===== config.mk =====
export PLATFORM = sky130hd
export DESIGN_NAME = array_linked_list_with_free_list_top_flat
export DESIGN_NICKNAME = d
export VERILOG_FILES = /design/src/hw/rtl/allfl_pkg.sv /design/src/hw/rtl/allfl_if.sv /design/src/hw/rtl/allfl_ram.sv /design/src/hw/rtl/array_linked_list_with_free_list_top.sv /design/src/flat_wrapper.sv
export SDC_FILE = /design/constraint.sdc
export NUM_CORES = 1
export LEC_CHECK = 0
export BUFFER_PORTS_ARGS = -buffer_cell sky130_fd_sc_hd__buf_2
export CAP_MARGIN = 10
export CORE_ASPECT_RATIO = 0.8
export CORE_UTILIZATION = 45
export DETAILED_ROUTE_END_ITERATION = 10
export PLACE_DENSITY_LB_ADDON = 0.1
export SLEW_MARGIN = 20
export SYNTH_ARGS = -nofsm -noshare
export SYNTH_HDL_FRONTEND = slang
export SYNTH_SLANG_ARGS = --single-unit

===== constraint.sdc =====
create_clock -name clk_i -period 3.43 [get_ports clk_i]
set_input_delay 0.686 -clock clk_i [delete_from_list [all_inputs] [get_ports clk_i]]
set_output_delay 0.686 -clock clk_i [all_outputs]
set_load 0.01 [all_outputs]

===== src/hw/rtl/allfl_pkg.sv =====
// Package for the array linked list with free list.
// Shared defaults, operation codes and sequencer states; no dependencies.
package allfl_pkg;

  localparam int DEPTH_DEF         = 16;
  localparam int KEY_WIDTH_DEF     = 16;
  localparam int PAYLOAD_WIDTH_DEF = 32;
  localparam int FUNC_W            = 2;

  typedef enum logic [FUNC_W-1:0] {
    FUNC_APPEND = 2'd0,
    FUNC_SORTED = 2'd1,
    FUNC_REMOVE = 2'd2
  } allfl_func_e;

  typedef enum logic [2:0] {
    ST_IDLE,
    ST_WALK,
    ST_TAKE,
    ST_LINK,
    ST_REMOVE,
    ST_DONE
  } allfl_state_e;

endpackage


===== src/hw/rtl/allfl_if.sv =====
// Valid/ready channel interfaces for request and response words.
// Depends on allfl_pkg for the operation code width.
interface allfl_req_if #(
  parameter int KEY_WIDTH     = allfl_pkg::KEY_WIDTH_DEF,
  parameter int PAYLOAD_WIDTH = allfl_pkg::PAYLOAD_WIDTH_DEF
);
  logic                          valid;
  logic                          ready;
  logic [allfl_pkg::FUNC_W-1:0]  func;
  logic [KEY_WIDTH-1:0]          record_key;
  logic [PAYLOAD_WIDTH-1:0]      record_payload;

  modport source (output valid, output func, output record_key, output record_payload,
                  input ready);
  modport sink   (input valid, input func, input record_key, input record_payload,
                  output ready);
endinterface

interface allfl_rsp_if #(
  parameter int KEY_WIDTH     = allfl_pkg::KEY_WIDTH_DEF,
  parameter int PAYLOAD_WIDTH = allfl_pkg::PAYLOAD_WIDTH_DEF
);
  logic                     valid;
  logic                     ready;
  logic                     success;
  logic [KEY_WIDTH-1:0]     removed_key;
  logic [PAYLOAD_WIDTH-1:0] removed_payload;
  logic                     list_empty;
  logic                     pool_full;

  modport source (output valid, output success, output removed_key,
                  output removed_payload, output list_empty, output pool_full,
                  input ready);
  modport sink   (input valid, input success, input removed_key,
                  input removed_payload, input list_empty, input pool_full,
                  output ready);
endinterface


===== src/hw/rtl/allfl_ram.sv =====
// Generic single-port-write, single-port-read RAM with registered read data.
// No dependencies.
module allfl_ram #(
  parameter int WIDTH = 8,
  parameter int DEPTH = 16,
  localparam int AW   = (DEPTH > 1) ? $clog2(DEPTH) : 1
) (
  input  logic             clk_i,
  input  logic             we_i,
  input  logic [AW-1:0]    waddr_i,
  input  logic [WIDTH-1:0] wdata_i,
  input  logic [AW-1:0]    raddr_i,
  output logic [WIDTH-1:0] rdata_o
);

  logic [WIDTH-1:0] mem_q [DEPTH];
  logic [WIDTH-1:0] rdata_q;

  always_ff @(posedge clk_i) begin
    if (we_i) begin
      mem_q[waddr_i] <= wdata_i;
    end
    rdata_q <= mem_q[raddr_i];
  end

  assign rdata_o = rdata_q;

endmodule


===== src/hw/rtl/array_linked_list_with_free_list_top.sv =====
// Top level: linked list of records in a fixed node pool, with a free list.
// Depends on allfl_pkg, allfl_if (request/response channels) and allfl_ram.
//
//   channel | dir | words carried
//   --------+-----+------------------------------------------------------------
//   req_i   | in  | func, record_key, record_payload
//   rsp_o   | out | success, removed_key, removed_payload, list_empty, pool_full
//
// One word at a time: append runs take, link, done; remove runs remove, done;
// sorted insert walks, then runs take, link, done. The walk reads one node per cycle
// from the key/payload and link RAMs, and one shared key compare decides each step.
// Reset leaves no clearing pass: untouched nodes are tracked by a fill count.
// A pending response word holds in its output register; the next request is
// taken meanwhile and waits at its final step until that word is taken.
module array_linked_list_with_free_list_top #(
  parameter int DEPTH         = allfl_pkg::DEPTH_DEF,
  parameter int KEY_WIDTH     = allfl_pkg::KEY_WIDTH_DEF,
  parameter int PAYLOAD_WIDTH = allfl_pkg::PAYLOAD_WIDTH_DEF
) (
  input logic         clk_i,
  input logic         rst_ni,
  allfl_req_if.sink   req_i,
  allfl_rsp_if.source rsp_o
);
  import allfl_pkg::*;

  localparam int AW = $clog2(DEPTH);
  localparam int PW = AW + 1;
  localparam int DW = KEY_WIDTH + PAYLOAD_WIDTH;
  localparam logic [PW-1:0] NONE = {PW{1'b1}};

  function automatic logic is_node(input logic [PW-1:0] p);
    return p < PW'(DEPTH);
  endfunction

  allfl_state_e state_q, state_d;
  logic [PW-1:0] head_q, head_d, tail_q, tail_d, free_q, free_d, fresh_q, fresh_d;
  logic [PW-1:0] prev_q, prev_d, cur_q, cur_d, node_q, node_d;
  logic [PW-1:0] free_nxt;
  logic [KEY_WIDTH-1:0]     key_q, key_d, rkey_q, rkey_d;
  logic [PAYLOAD_WIDTH-1:0] pay_q, pay_d, rpay_q, rpay_d;
  logic ok_q, ok_d;

  logic                     rsp_vq, rsp_vd;
  logic                     rsp_ok_q, rsp_ok_d, rsp_empty_q, rsp_empty_d;
  logic                     rsp_full_q, rsp_full_d;
  logic [KEY_WIDTH-1:0]     rsp_key_q, rsp_key_d;
  logic [PAYLOAD_WIDTH-1:0] rsp_pay_q, rsp_pay_d;

  logic          d_we, l_we;
  logic [AW-1:0] d_waddr, d_raddr, l_waddr, l_raddr;
  logic [DW-1:0] d_wdata, d_rdata;
  logic [PW-1:0] l_wdata, l_rdata;
  logic [KEY_WIDTH-1:0] node_key;
  logic          key_gt;

  allfl_ram #(.WIDTH(DW), .DEPTH(DEPTH)) u_data_ram (
    .clk_i   (clk_i),
    .we_i    (d_we),
    .waddr_i (d_waddr),
    .wdata_i (d_wdata),
    .raddr_i (d_raddr),
    .rdata_o (d_rdata)
  );

  allfl_ram #(.WIDTH(PW), .DEPTH(DEPTH)) u_link_ram (
    .clk_i   (clk_i),
    .we_i    (l_we),
    .waddr_i (l_waddr),
    .wdata_i (l_wdata),
    .raddr_i (l_raddr),
    .rdata_o (l_rdata)
  );

  assign node_key = d_rdata[DW-1:PAYLOAD_WIDTH];
  assign key_gt   = node_key > key_q;
  assign free_nxt = node_q + PW'(1);
  assign d_wdata  = {key_q, pay_q};

  assign req_i.ready           = (state_q == ST_IDLE);
  assign rsp_o.valid           = rsp_vq;
  assign rsp_o.success         = rsp_ok_q;
  assign rsp_o.removed_key     = rsp_key_q;
  assign rsp_o.removed_payload = rsp_pay_q;
  assign rsp_o.list_empty      = rsp_empty_q;
  assign rsp_o.pool_full       = rsp_full_q;

  always_comb begin
    state_d     = state_q;
    head_d      = head_q;
    tail_d      = tail_q;
    free_d      = free_q;
    fresh_d     = fresh_q;
    prev_d      = prev_q;
    cur_d       = cur_q;
    node_d      = node_q;
    key_d       = key_q;
    pay_d       = pay_q;
    ok_d        = ok_q;
    rkey_d      = rkey_q;
    rpay_d      = rpay_q;
    rsp_vd      = rsp_vq && !rsp_o.ready;
    rsp_ok_d    = rsp_ok_q;
    rsp_key_d   = rsp_key_q;
    rsp_pay_d   = rsp_pay_q;
    rsp_empty_d = rsp_empty_q;
    rsp_full_d  = rsp_full_q;
    d_we        = 1'b0;
    d_waddr     = node_q[AW-1:0];
    d_raddr     = head_q[AW-1:0];
    l_we        = 1'b0;
    l_waddr     = node_q[AW-1:0];
    l_wdata     = cur_q;
    l_raddr     = head_q[AW-1:0];

    unique case (state_q)
      ST_IDLE: begin
        if (req_i.valid) begin
          key_d   = req_i.record_key;
          pay_d   = req_i.record_payload;
          ok_d    = 1'b0;
          rkey_d  = '0;
          rpay_d  = '0;
          node_d  = free_q;
          state_d = ST_DONE;
          unique case (allfl_func_e'(req_i.func))
            FUNC_APPEND: begin
              if (is_node(free_q)) begin
                ok_d    = 1'b1;
                prev_d  = tail_q;
                cur_d   = NONE;
                l_raddr = free_q[AW-1:0];
                state_d = ST_TAKE;
              end
            end
            FUNC_SORTED: begin
              if (is_node(free_q)) begin
                ok_d   = 1'b1;
                prev_d = NONE;
                cur_d  = head_q;
                if (is_node(head_q)) begin
                  state_d = ST_WALK;
                end else begin
                  l_raddr = free_q[AW-1:0];
                  state_d = ST_TAKE;
                end
              end
            end
            FUNC_REMOVE: begin
              if (is_node(head_q)) begin
                ok_d    = 1'b1;
                state_d = ST_REMOVE;
              end
            end
            default: ;
          endcase
        end
      end
      ST_WALK: begin
        // RAM words of cur_q are on the read ports this cycle
        if (key_gt) begin
          l_raddr = node_q[AW-1:0];
          state_d = ST_TAKE;
        end else begin
          prev_d = cur_q;
          if (is_node(l_rdata)) begin
            cur_d   = l_rdata;
            d_raddr = l_rdata[AW-1:0];
            l_raddr = l_rdata[AW-1:0];
          end else begin
            cur_d   = NONE;
            l_raddr = node_q[AW-1:0];
            state_d = ST_TAKE;
          end
        end
      end
      ST_TAKE: begin
        d_we    = 1'b1;
        l_we    = 1'b1;
        l_wdata = cur_q;
        if (node_q < fresh_q) begin
          free_d = is_node(l_rdata) ? l_rdata : NONE;
        end else begin
          // untouched node: its implicit link is the next index
          free_d  = is_node(free_nxt) ? free_nxt : NONE;
          fresh_d = fresh_q + PW'(1);
        end
        state_d = ST_LINK;
      end
      ST_LINK: begin
        if (is_node(prev_q)) begin
          l_we    = 1'b1;
          l_waddr = prev_q[AW-1:0];
          l_wdata = node_q;
        end else begin
          head_d = node_q;
        end
        if (!is_node(cur_q)) begin
          tail_d = node_q;
        end
        state_d = ST_DONE;
      end
      ST_REMOVE: begin
        rkey_d  = node_key;
        rpay_d  = d_rdata[PAYLOAD_WIDTH-1:0];
        if (is_node(l_rdata)) begin
          head_d = l_rdata;
        end else begin
          head_d = NONE;
          tail_d = NONE;
        end
        l_we    = 1'b1;
        l_waddr = head_q[AW-1:0];
        l_wdata = free_q;
        free_d  = head_q;
        state_d = ST_DONE;
      end
      ST_DONE: begin
        if (!rsp_vq || rsp_o.ready) begin
          rsp_vd      = 1'b1;
          rsp_ok_d    = ok_q;
          rsp_key_d   = rkey_q;
          rsp_pay_d   = rpay_q;
          rsp_empty_d = !is_node(head_q);
          rsp_full_d  = !is_node(free_q);
          state_d     = ST_IDLE;
        end
      end
      default: state_d = ST_IDLE;
    endcase
  end

  always_ff @(posedge clk_i or negedge rst_ni) begin
    if (!rst_ni) begin
      state_q <= ST_IDLE;
      head_q  <= NONE;
      tail_q  <= NONE;
      free_q  <= '0;
      fresh_q <= '0;
      rsp_vq  <= 1'b0;
    end else begin
      state_q <= state_d;
      head_q  <= head_d;
      tail_q  <= tail_d;
      free_q  <= free_d;
      fresh_q <= fresh_d;
      rsp_vq  <= rsp_vd;
    end
  end

  always_ff @(posedge clk_i) begin
    prev_q      <= prev_d;
    cur_q       <= cur_d;
    node_q      <= node_d;
    key_q       <= key_d;
    pay_q       <= pay_d;
    ok_q        <= ok_d;
    rkey_q      <= rkey_d;
    rpay_q      <= rpay_d;
    rsp_ok_q    <= rsp_ok_d;
    rsp_key_q   <= rsp_key_d;
    rsp_pay_q   <= rsp_pay_d;
    rsp_empty_q <= rsp_empty_d;
    rsp_full_q  <= rsp_full_d;
  end

  a_head_tail_agree: assert property (@(posedge clk_i) disable iff (!rst_ni)
    (state_q == ST_IDLE) |-> (is_node(head_q) == is_node(tail_q)))
    else $error("head and tail disagree on list emptiness");

  a_fresh_bound: assert property (@(posedge clk_i) disable iff (!rst_ni)
    fresh_q <= PW'(DEPTH))
    else $error("fill count beyond pool depth");

  a_not_full_and_empty: assert property (@(posedge clk_i) disable iff (!rst_ni)
    (state_q == ST_IDLE) |-> (is_node(free_q) || is_node(head_q)))
    else $error("pool full while list empty");

  a_rsp_from_done: assert property (@(posedge clk_i) disable iff (!rst_ni)
    $rose(rsp_vq) |-> ($past(state_q) == ST_DONE))
    else $error("response word raised outside final step");

endmodule


===== src/flat_wrapper.sv =====
// flat-port wrapper written by rule: the top's interface ports become plain ports
module array_linked_list_with_free_list_top_flat import allfl_pkg::*;
#(
  parameter int DEPTH         = allfl_pkg::DEPTH_DEF,
  parameter int KEY_WIDTH     = allfl_pkg::KEY_WIDTH_DEF,
  parameter int PAYLOAD_WIDTH = allfl_pkg::PAYLOAD_WIDTH_DEF
)
  (clk_i, rst_ni, req_i_valid, req_i_func, req_i_record_key, req_i_record_payload, req_i_ready, rsp_o_valid, rsp_o_success, rsp_o_removed_key, rsp_o_removed_payload, rsp_o_list_empty, rsp_o_pool_full, rsp_o_ready);
  allfl_req_if #(.KEY_WIDTH(KEY_WIDTH), .PAYLOAD_WIDTH(PAYLOAD_WIDTH)) req_i_i ();
  allfl_rsp_if #(.KEY_WIDTH(KEY_WIDTH), .PAYLOAD_WIDTH(PAYLOAD_WIDTH)) rsp_o_i ();
  input logic clk_i;
  input logic rst_ni;
  input wire logic [$bits(req_i_i.valid)-1:0] req_i_valid;
  input wire logic [$bits(req_i_i.func)-1:0] req_i_func;
  input wire logic [$bits(req_i_i.record_key)-1:0] req_i_record_key;
  input wire logic [$bits(req_i_i.record_payload)-1:0] req_i_record_payload;
  output wire logic [$bits(req_i_i.ready)-1:0] req_i_ready;
  output wire logic [$bits(rsp_o_i.valid)-1:0] rsp_o_valid;
  output wire logic [$bits(rsp_o_i.success)-1:0] rsp_o_success;
  output wire logic [$bits(rsp_o_i.removed_key)-1:0] rsp_o_removed_key;
  output wire logic [$bits(rsp_o_i.removed_payload)-1:0] rsp_o_removed_payload;
  output wire logic [$bits(rsp_o_i.list_empty)-1:0] rsp_o_list_empty;
  output wire logic [$bits(rsp_o_i.pool_full)-1:0] rsp_o_pool_full;
  input wire logic [$bits(rsp_o_i.ready)-1:0] rsp_o_ready;
  assign req_i_i.valid = req_i_valid;
  assign req_i_i.func = req_i_func;
  assign req_i_i.record_key = req_i_record_key;
  assign req_i_i.record_payload = req_i_record_payload;
  assign req_i_ready = req_i_i.ready;
  assign rsp_o_valid = rsp_o_i.valid;
  assign rsp_o_success = rsp_o_i.success;
  assign rsp_o_removed_key = rsp_o_i.removed_key;
  assign rsp_o_removed_payload = rsp_o_i.removed_payload;
  assign rsp_o_list_empty = rsp_o_i.list_empty;
  assign rsp_o_pool_full = rsp_o_i.pool_full;
  assign rsp_o_i.ready = rsp_o_ready;
  array_linked_list_with_free_list_top #(.DEPTH(DEPTH), .KEY_WIDTH(KEY_WIDTH), .PAYLOAD_WIDTH(PAYLOAD_WIDTH)) u_core (.clk_i(clk_i), .rst_ni(rst_ni), .req_i(req_i_i), .rsp_o(rsp_o_i));
endmodule

## After elaboration in Yosys (flattened, before gate mapping)

Memories as Yosys holds them, arrays and structs flattened. A register that Yosys moved wholly into a read port is not among the register bits.
Index checks and enable logic that the tools add are counted.

- Add/subtract/negate cells: 2
- Magnitude comparators: 8
- Equal/unequal tests: 17
- Multiplexer cells: 61
- Bitwise logic cells: 1
- Reduce and logical (&&, ||, !) cells: 23

Operator list:

| operator | count |
|---|---|
| $pmux W5 S2 | 8 |
| $mux W5 | 14 |
| $pmux W32 S2 | 1 |
| $mux W4 | 10 |
| $mux W32 | 1 |
| $pmux W16 S2 | 1 |
| $lt A5 B5 Y1 const B | 6 |
| $pmux W4 S2 | 3 |
| $mux W3 | 6 |
| $gt A16 B16 Y1 | 1 |
| $mux W16 | 1 |
| $pmux W3 S5 | 1 |
| $mux W1 | 11 |
| $add A5 B1 Y5 const B | 2 |
| $ne A2 B2 Y1 const B | 5 |
| $reduce_and A2 Y1 | 5 |
| $ne A3 B2 Y1 const B | 3 |
| $pmux W3 S3 | 1 |
| $reduce_bool A2 Y1 | 4 |
| $eq A3 B2 Y1 const B | 2 |
| $eq A3 B3 Y1 const B | 2 |
| $reduce_and A3 Y1 | 2 |
| $reduce_and A6 Y1 | 1 |
| $reduce_or A2 Y1 | 3 |
| 14 further kinds | 18 |

- Bits in registers: 187
- Bits in writable memories: 848
- Output and inout bits: 53
- Logic and storage cells: 133
- Memories: 2

Memories:

| memory | words | bits a word | read ports | clocked after Yosys merged registers in | write ports | line | source |
|---|---|---|---|---|---|---|---|
| u_core.u_data_ram.mem_q | 16 | 48 | 1 | 1 | 1 | allfl_ram.sv:16 | `logic [WIDTH-1:0] mem_q [DEPTH];` |
| u_core.u_link_ram.mem_q | 16 | 5 | 1 | 1 | 1 | allfl_ram.sv:16 |  |

## Logic depth before layout (Yosys ltp)

- Word-level depth: 6
- Depth in mapped cells: 15
- Gate-level depth less buffers: 11

## Hierarchy

Synthesis repeated with hierarchy kept, for this count alone.

- Cells, all modules: 1907
- Area total of the unflattened synthesis: 40415.0 um^2

By module, submodules not included:

| module | times used | cells each | area an instance (um^2) | seq. area each (um^2) |
|---|---|---|---|---|
| allfl_ram at u_core.u_data_ram | 1 | 1242 | 29694.7 | 24023.0 |
| array_linked_list_with_free_list_top | 1 | 510 | 7507.2 | 5507.8 |
| allfl_ram at u_core.u_link_ram | 1 | 155 | 3213.1 | 2502.4 |

## Worst setup path before layout

No wires, ideal clock.

- Path type: register -> register
- From: register u_core.state_q[0]
- To: register u_core.rsp_empty_q, in the netlist u_core.rsp_o.list_empty (enable)
- Data arrival time: 3.224 ns
- Required time: 2.970 ns
- Setup slack: -0.254 ns
- Cell stages (with the launch flop): 5
- Clock period less this slack: 3.684 ns
- Cells stage by stage: dfrtp_1 -> clkbuf_1 -> buf_1 -> nand3b_1 -> nor2_1

- Cells in the longest elaborated chain, start to end: 2

Ends and longest elaborated chain:

| item | line | source |
|---|---|---|
| from (decl) | array_linked_list_with_free_list_top.sv:36 | `allfl_state_e state_q, state_d;` |
| from (signal assigned) | array_linked_list_with_free_list_top.sv:242 | `state_q <= state_d;` |
| $eq A3 B3 Y1 | array_linked_list_with_free_list_top.sv:116 | `unique case (state_q)` |
| $reduce_and A2 Y1 (no source line) | - |  |
| to (signal assigned) | array_linked_list_with_free_list_top.sv:263 | `rsp_empty_q <= rsp_empty_d;` |
| to (decl) | array_linked_list_with_free_list_top.sv:45 | `logic rsp_ok_q, rsp_ok_d, rsp_empty_q, rsp_empty_d;` |

Every way passes these cells.
A chain may end at the register's enable or synchronous reset.

## Worst setup path in the final report

- From: register u_core.key_q[13]
- To: register u_core.u_data_ram.rdata_q[20], in the netlist u_core.u_data_ram.rdata_o[20] (read register of u_core.u_data_ram.mem_q)

- Cells in the longest elaborated chain, start to end: 3

Ends and longest elaborated chain:

| item | line | source |
|---|---|---|
| from (decl) | array_linked_list_with_free_list_top.sv:40 | `logic [KEY_WIDTH-1:0] key_q, key_d, rkey_q, rkey_d;` |
| from (signal assigned) | array_linked_list_with_free_list_top.sv:255 | `key_q <= key_d;` |
| $gt A16 B16 Y1 | array_linked_list_with_free_list_top.sv:76 | `assign key_gt = node_key > key_q;` |
| $mux W4 | array_linked_list_with_free_list_top.sv:161 | `if (key_gt) begin` |
| $mux W4 | array_linked_list_with_free_list_top.sv:116 |  |
| to (decl) | allfl_ram.sv:17 | `logic [WIDTH-1:0] rdata_q;` |

Every way passes these cells.

==> impl_metrics.csv <==
group,metric,value,unit
sta,holdWs,31.6,ps
logic_synthesis,synth.top_cell.area_share,0.734,
sta,clock.fmax,279,MHz
logic_synthesis,async_flop_share,0.0221,
sta,post-route-period-util,1.04,
cts,cts_root_buffer,"clkbuf_16",
logic_synthesis,synth_area_per_cell,17.3,um^2
floorplanning,start_util,0.454,
power_and_ir_drop,p_per_area,954,nW/um^2
routing,num_vias,22800,
floorplanning,top_level_ports,107,
logic_synthesis,syn-instance-count,2387,
cells_and_area,finalInstanceArea,50300,um^2
cts,clk_path_buf_depth,3,
logic_synthesis,synth_seq_area_share,0.774,
cells_and_area,areaGrowthSynthToFinish,21.6,%
critical_path,cp.required,3980,ps
critical_path,cp_top_family,"simple AND/OR/NAND/NOR gates",
logic_synthesis,synth_area_leaders,"edfxtp_1 73%, mux2i_1 9.6%, o22ai_1 2.9%",
placement,dp.cells,3793,
critical_path,slowest_stage,"or4_1",
sta,fin_crit,3580,ps
critical_path,cpPeakStageDelay,480,ps
logic_synthesis,synth_top_flop_cell,"edfxtp_1",
global_routing,antenna_found_initial,4,
floorplanning,die_x,341,um
routing,drc,0,
sta,relSlewSlack,0.360,
status,outcome,"finished with violations",
critical_path,path_depth,14,
routing,dr.pass1.iters,6,
job,maxCapViolCount,0,
cts,cts_made_buffers,106,
cts,insertion_delay,690,ps
sta,finalHoldViolations,0,
critical_path,worstPathCellList,"inv_2 > ha_4 > nand4_1 > or2_4 > a211o_4 > and4_4 > nor3_4 > nand2_8 > buf_12 > buf_12 > buf_6 > mux2i_2 > o22ai_1 > or4_1",
logic_synthesis,syn_nets,2466,
power_and_ir_drop,power_leakage,18.1,nW
critical_path,r2r_end,"u_core.u_data_ram.rdata_o[20]",
cells_and_area,final-instance-count-excl-fill,4032,
cts,cts_sinks,1088,
routing,wirelength,106000,um
global_routing,overflow,0,
cts,clk_pin_slew,60,ps
routing,wl_per_cell,26.4,um
sta,setup_violations,46,
routing,viasPerCell,5.65,
critical_path,cp_max_fo,9,
critical_path,critPathLaunch,"u_core.key_q[13]",
cts,cts_tree,"yes",
cells_and_area,drive_above_1_share,0.225,
sta,rsz0062_at_grt,"true",
floorplanning,std_cell_rows,99,
critical_path,critical_path_arrival,4140,ps
cells_and_area,final_core_util,0.552,
cells_and_area,fillers,7124,
cts,holdBufCountCts,0,
critical_path,end_kind,"register",
cells_and_area,final_cell_mix,"1,011 x edfxtp_1, 382 x mux2i_1, 188 x o22ai_1, 132 x buf_4, 109 x clkbuf_16",
critical_path,reg2reg_from,"u_core.key_q[13]",
placement,io_buffers,106,
routing,postRouteAntennaNets,0,
power_and_ir_drop,max-vdd-ir-drop,0.562,mV
global_routing,first_global_vias,22300,
logic_synthesis,synth.distinct_cells,63,
sta,slew_viol_final,0,
logic_synthesis,post-synth-top-area-cell,"edfxtp_1",
critical_path,crit_top_cell,"buf_12",
floorplanning,die-area,93200,um^2
logic_synthesis,netlist_area,41400,um^2
global_routing,grtUsageTotal,0.226,
sta,finalClockSkew,24.7,ps
global_routing,grt_max_degree,55,
cells_and_area,layout_commonest_cell,"edfxtp_1",
placement,place_area,45700,um^2
placement,hpwlAfterDp,62700,um
critical_path,cp_num_buf_inv,4,
sta,fin_ws,-152,ps
critical_path,start_kind,"register",
floorplanning,die_h,273,um
logic_synthesis,synth_enable_flop_cells,1011,
floorplanning,coreArea,91200,um^2
status,violations,"setup timing",
critical_path,path_class,"register to register",
logic_synthesis,synth_warnings,0,
sta,worst_pin_slew,957,ps
critical_path,regToRegSetupSlack,-150,ps
placement,gp_routability_congestion,0.891,
critical_path,critPathCapture,"u_core.u_data_ram.rdata_o[20]",
logic_synthesis,ys_seq_elements,1088,
min_path,hold_path_class,"primary input to asynchronous set/reset pin",
global_routing,grt_pass1_wl,152000,um
cells_and_area,final_nets,2807,
critical_path,rr_worst_depth,14,
cts,cts-htree-levels,3,
routing,first_iter_violations,2079,
how the worst min path moves through the flow:
stage | end
final | u_core.rsp_o.valid
after CTS | u_core.rsp_o.valid
after global placement | u_core.rsp_o.removed_payload[20]
after global routing | u_core.rsp_o.valid
after detailed placement | u_core.rsp_o.removed_key[7]
after floorplan | u_core.free_q[0]
state kept, by name, indices dropped and copies added, names as in the netlist, 16 cells and up:
signal                        cells
u_core.u_link_ram.mem_q          80
u_core.rkey_q                    16
u_core.pay_q                     32
u_core.u_data_ram.rdata_o        48
u_core.rsp_o.removed_payload     32
u_core.u_data_ram.mem_q         768
u_core.key_q                     16
u_core.rpay_q                    32
u_core.rsp_o.removed_key         16
per-layer routing:
layer / wire, um / GRT usage / vias up / part of all wire
li1: - / - / 10200 / -
met1: 48700 / 0.333 / 11600 / 0.46
met2: 49300 / 0.356 / 775 / 0.46
met3: 6720 / 0.0380 / 144 / 0.063
met4: 1790 / 0.0473 / 0 / 0.017
met5: 0 / 0 / - / 0
area by class of cell:
cell class,count,area [um^2],share of cell area
diodes,1,2.50,0.0000497
well taps,1212,1520,0.0301
clock buffers,142,2990,0.0594
repair buffers,362,3920,0.0780
inverters,36,135,0.00269
flip-flops and latches,1088,32000,0.637
multi-input cells,1134,8980,0.179
clock inverters,57,726,0.0144
synth_stat cells, types with 10 or more instances:
master       n
a311oi_1    12
ha_1        25
clkbuf_1    50
o211ai_1    12
nand2_1     68
and2_1      18
nand3_1     33
a22oi_1     14
nand2b_1    14
a221o_1     14
edfxtp_1  1011
nor2_1      54
dfrtp_1     14
inv_1       36
dfstp_2     10
buf_2       70
or4_1       48
o22ai_1    191
dfxtp_1     53
mux2i_1    397
o21ai_0     47
and3_1      55
a21oi_1     30
nor3_1      17
per-stage QoR:
| stage | worst slack [ps] | total power [mW] | setup TNS [ps] |
|---|---|---|---|
| after floorplan | -65.8 | 27.3 | -2020 |
| after global placement | -151 | 34.1 | -4440 |
| after detailed placement | -185 | 34.3 | -5870 |
| after CTS | -58.4 | 47.9 | -1380 |
| after global routing | -273 | 50.0 | -9230 |
| final | -152 | 48.0 | -3700 |
report_power, final:
group | switching (mW) | total, mW | internal [mW]
sequential | 0.964 | 17.7 | 16.8
clock | 4.98 | 12.2 | 7.20
combinational | 9.66 | 18.1 | 8.43
total | 15.6 | 48.0 | 32.4
logic make-up after synthesis:
family          Yosys count  synth area share
compound gates          360            0.0570
simple gates            342            0.0450
xor+xnor                  7           0.00148
flops                  1088             0.774
fa+ha+maj                25           0.00756
buf+inv                 165            0.0178
mux                     400            0.0969
repair_timing:
item,CTS,global route
pin swaps,27,25
gates cloned,6,2
gates resized for setup,44,42
buffers inserted,23,9
setup endpoints to repair,47,53
No activity file was read; power rests on OpenSTA's default activity.
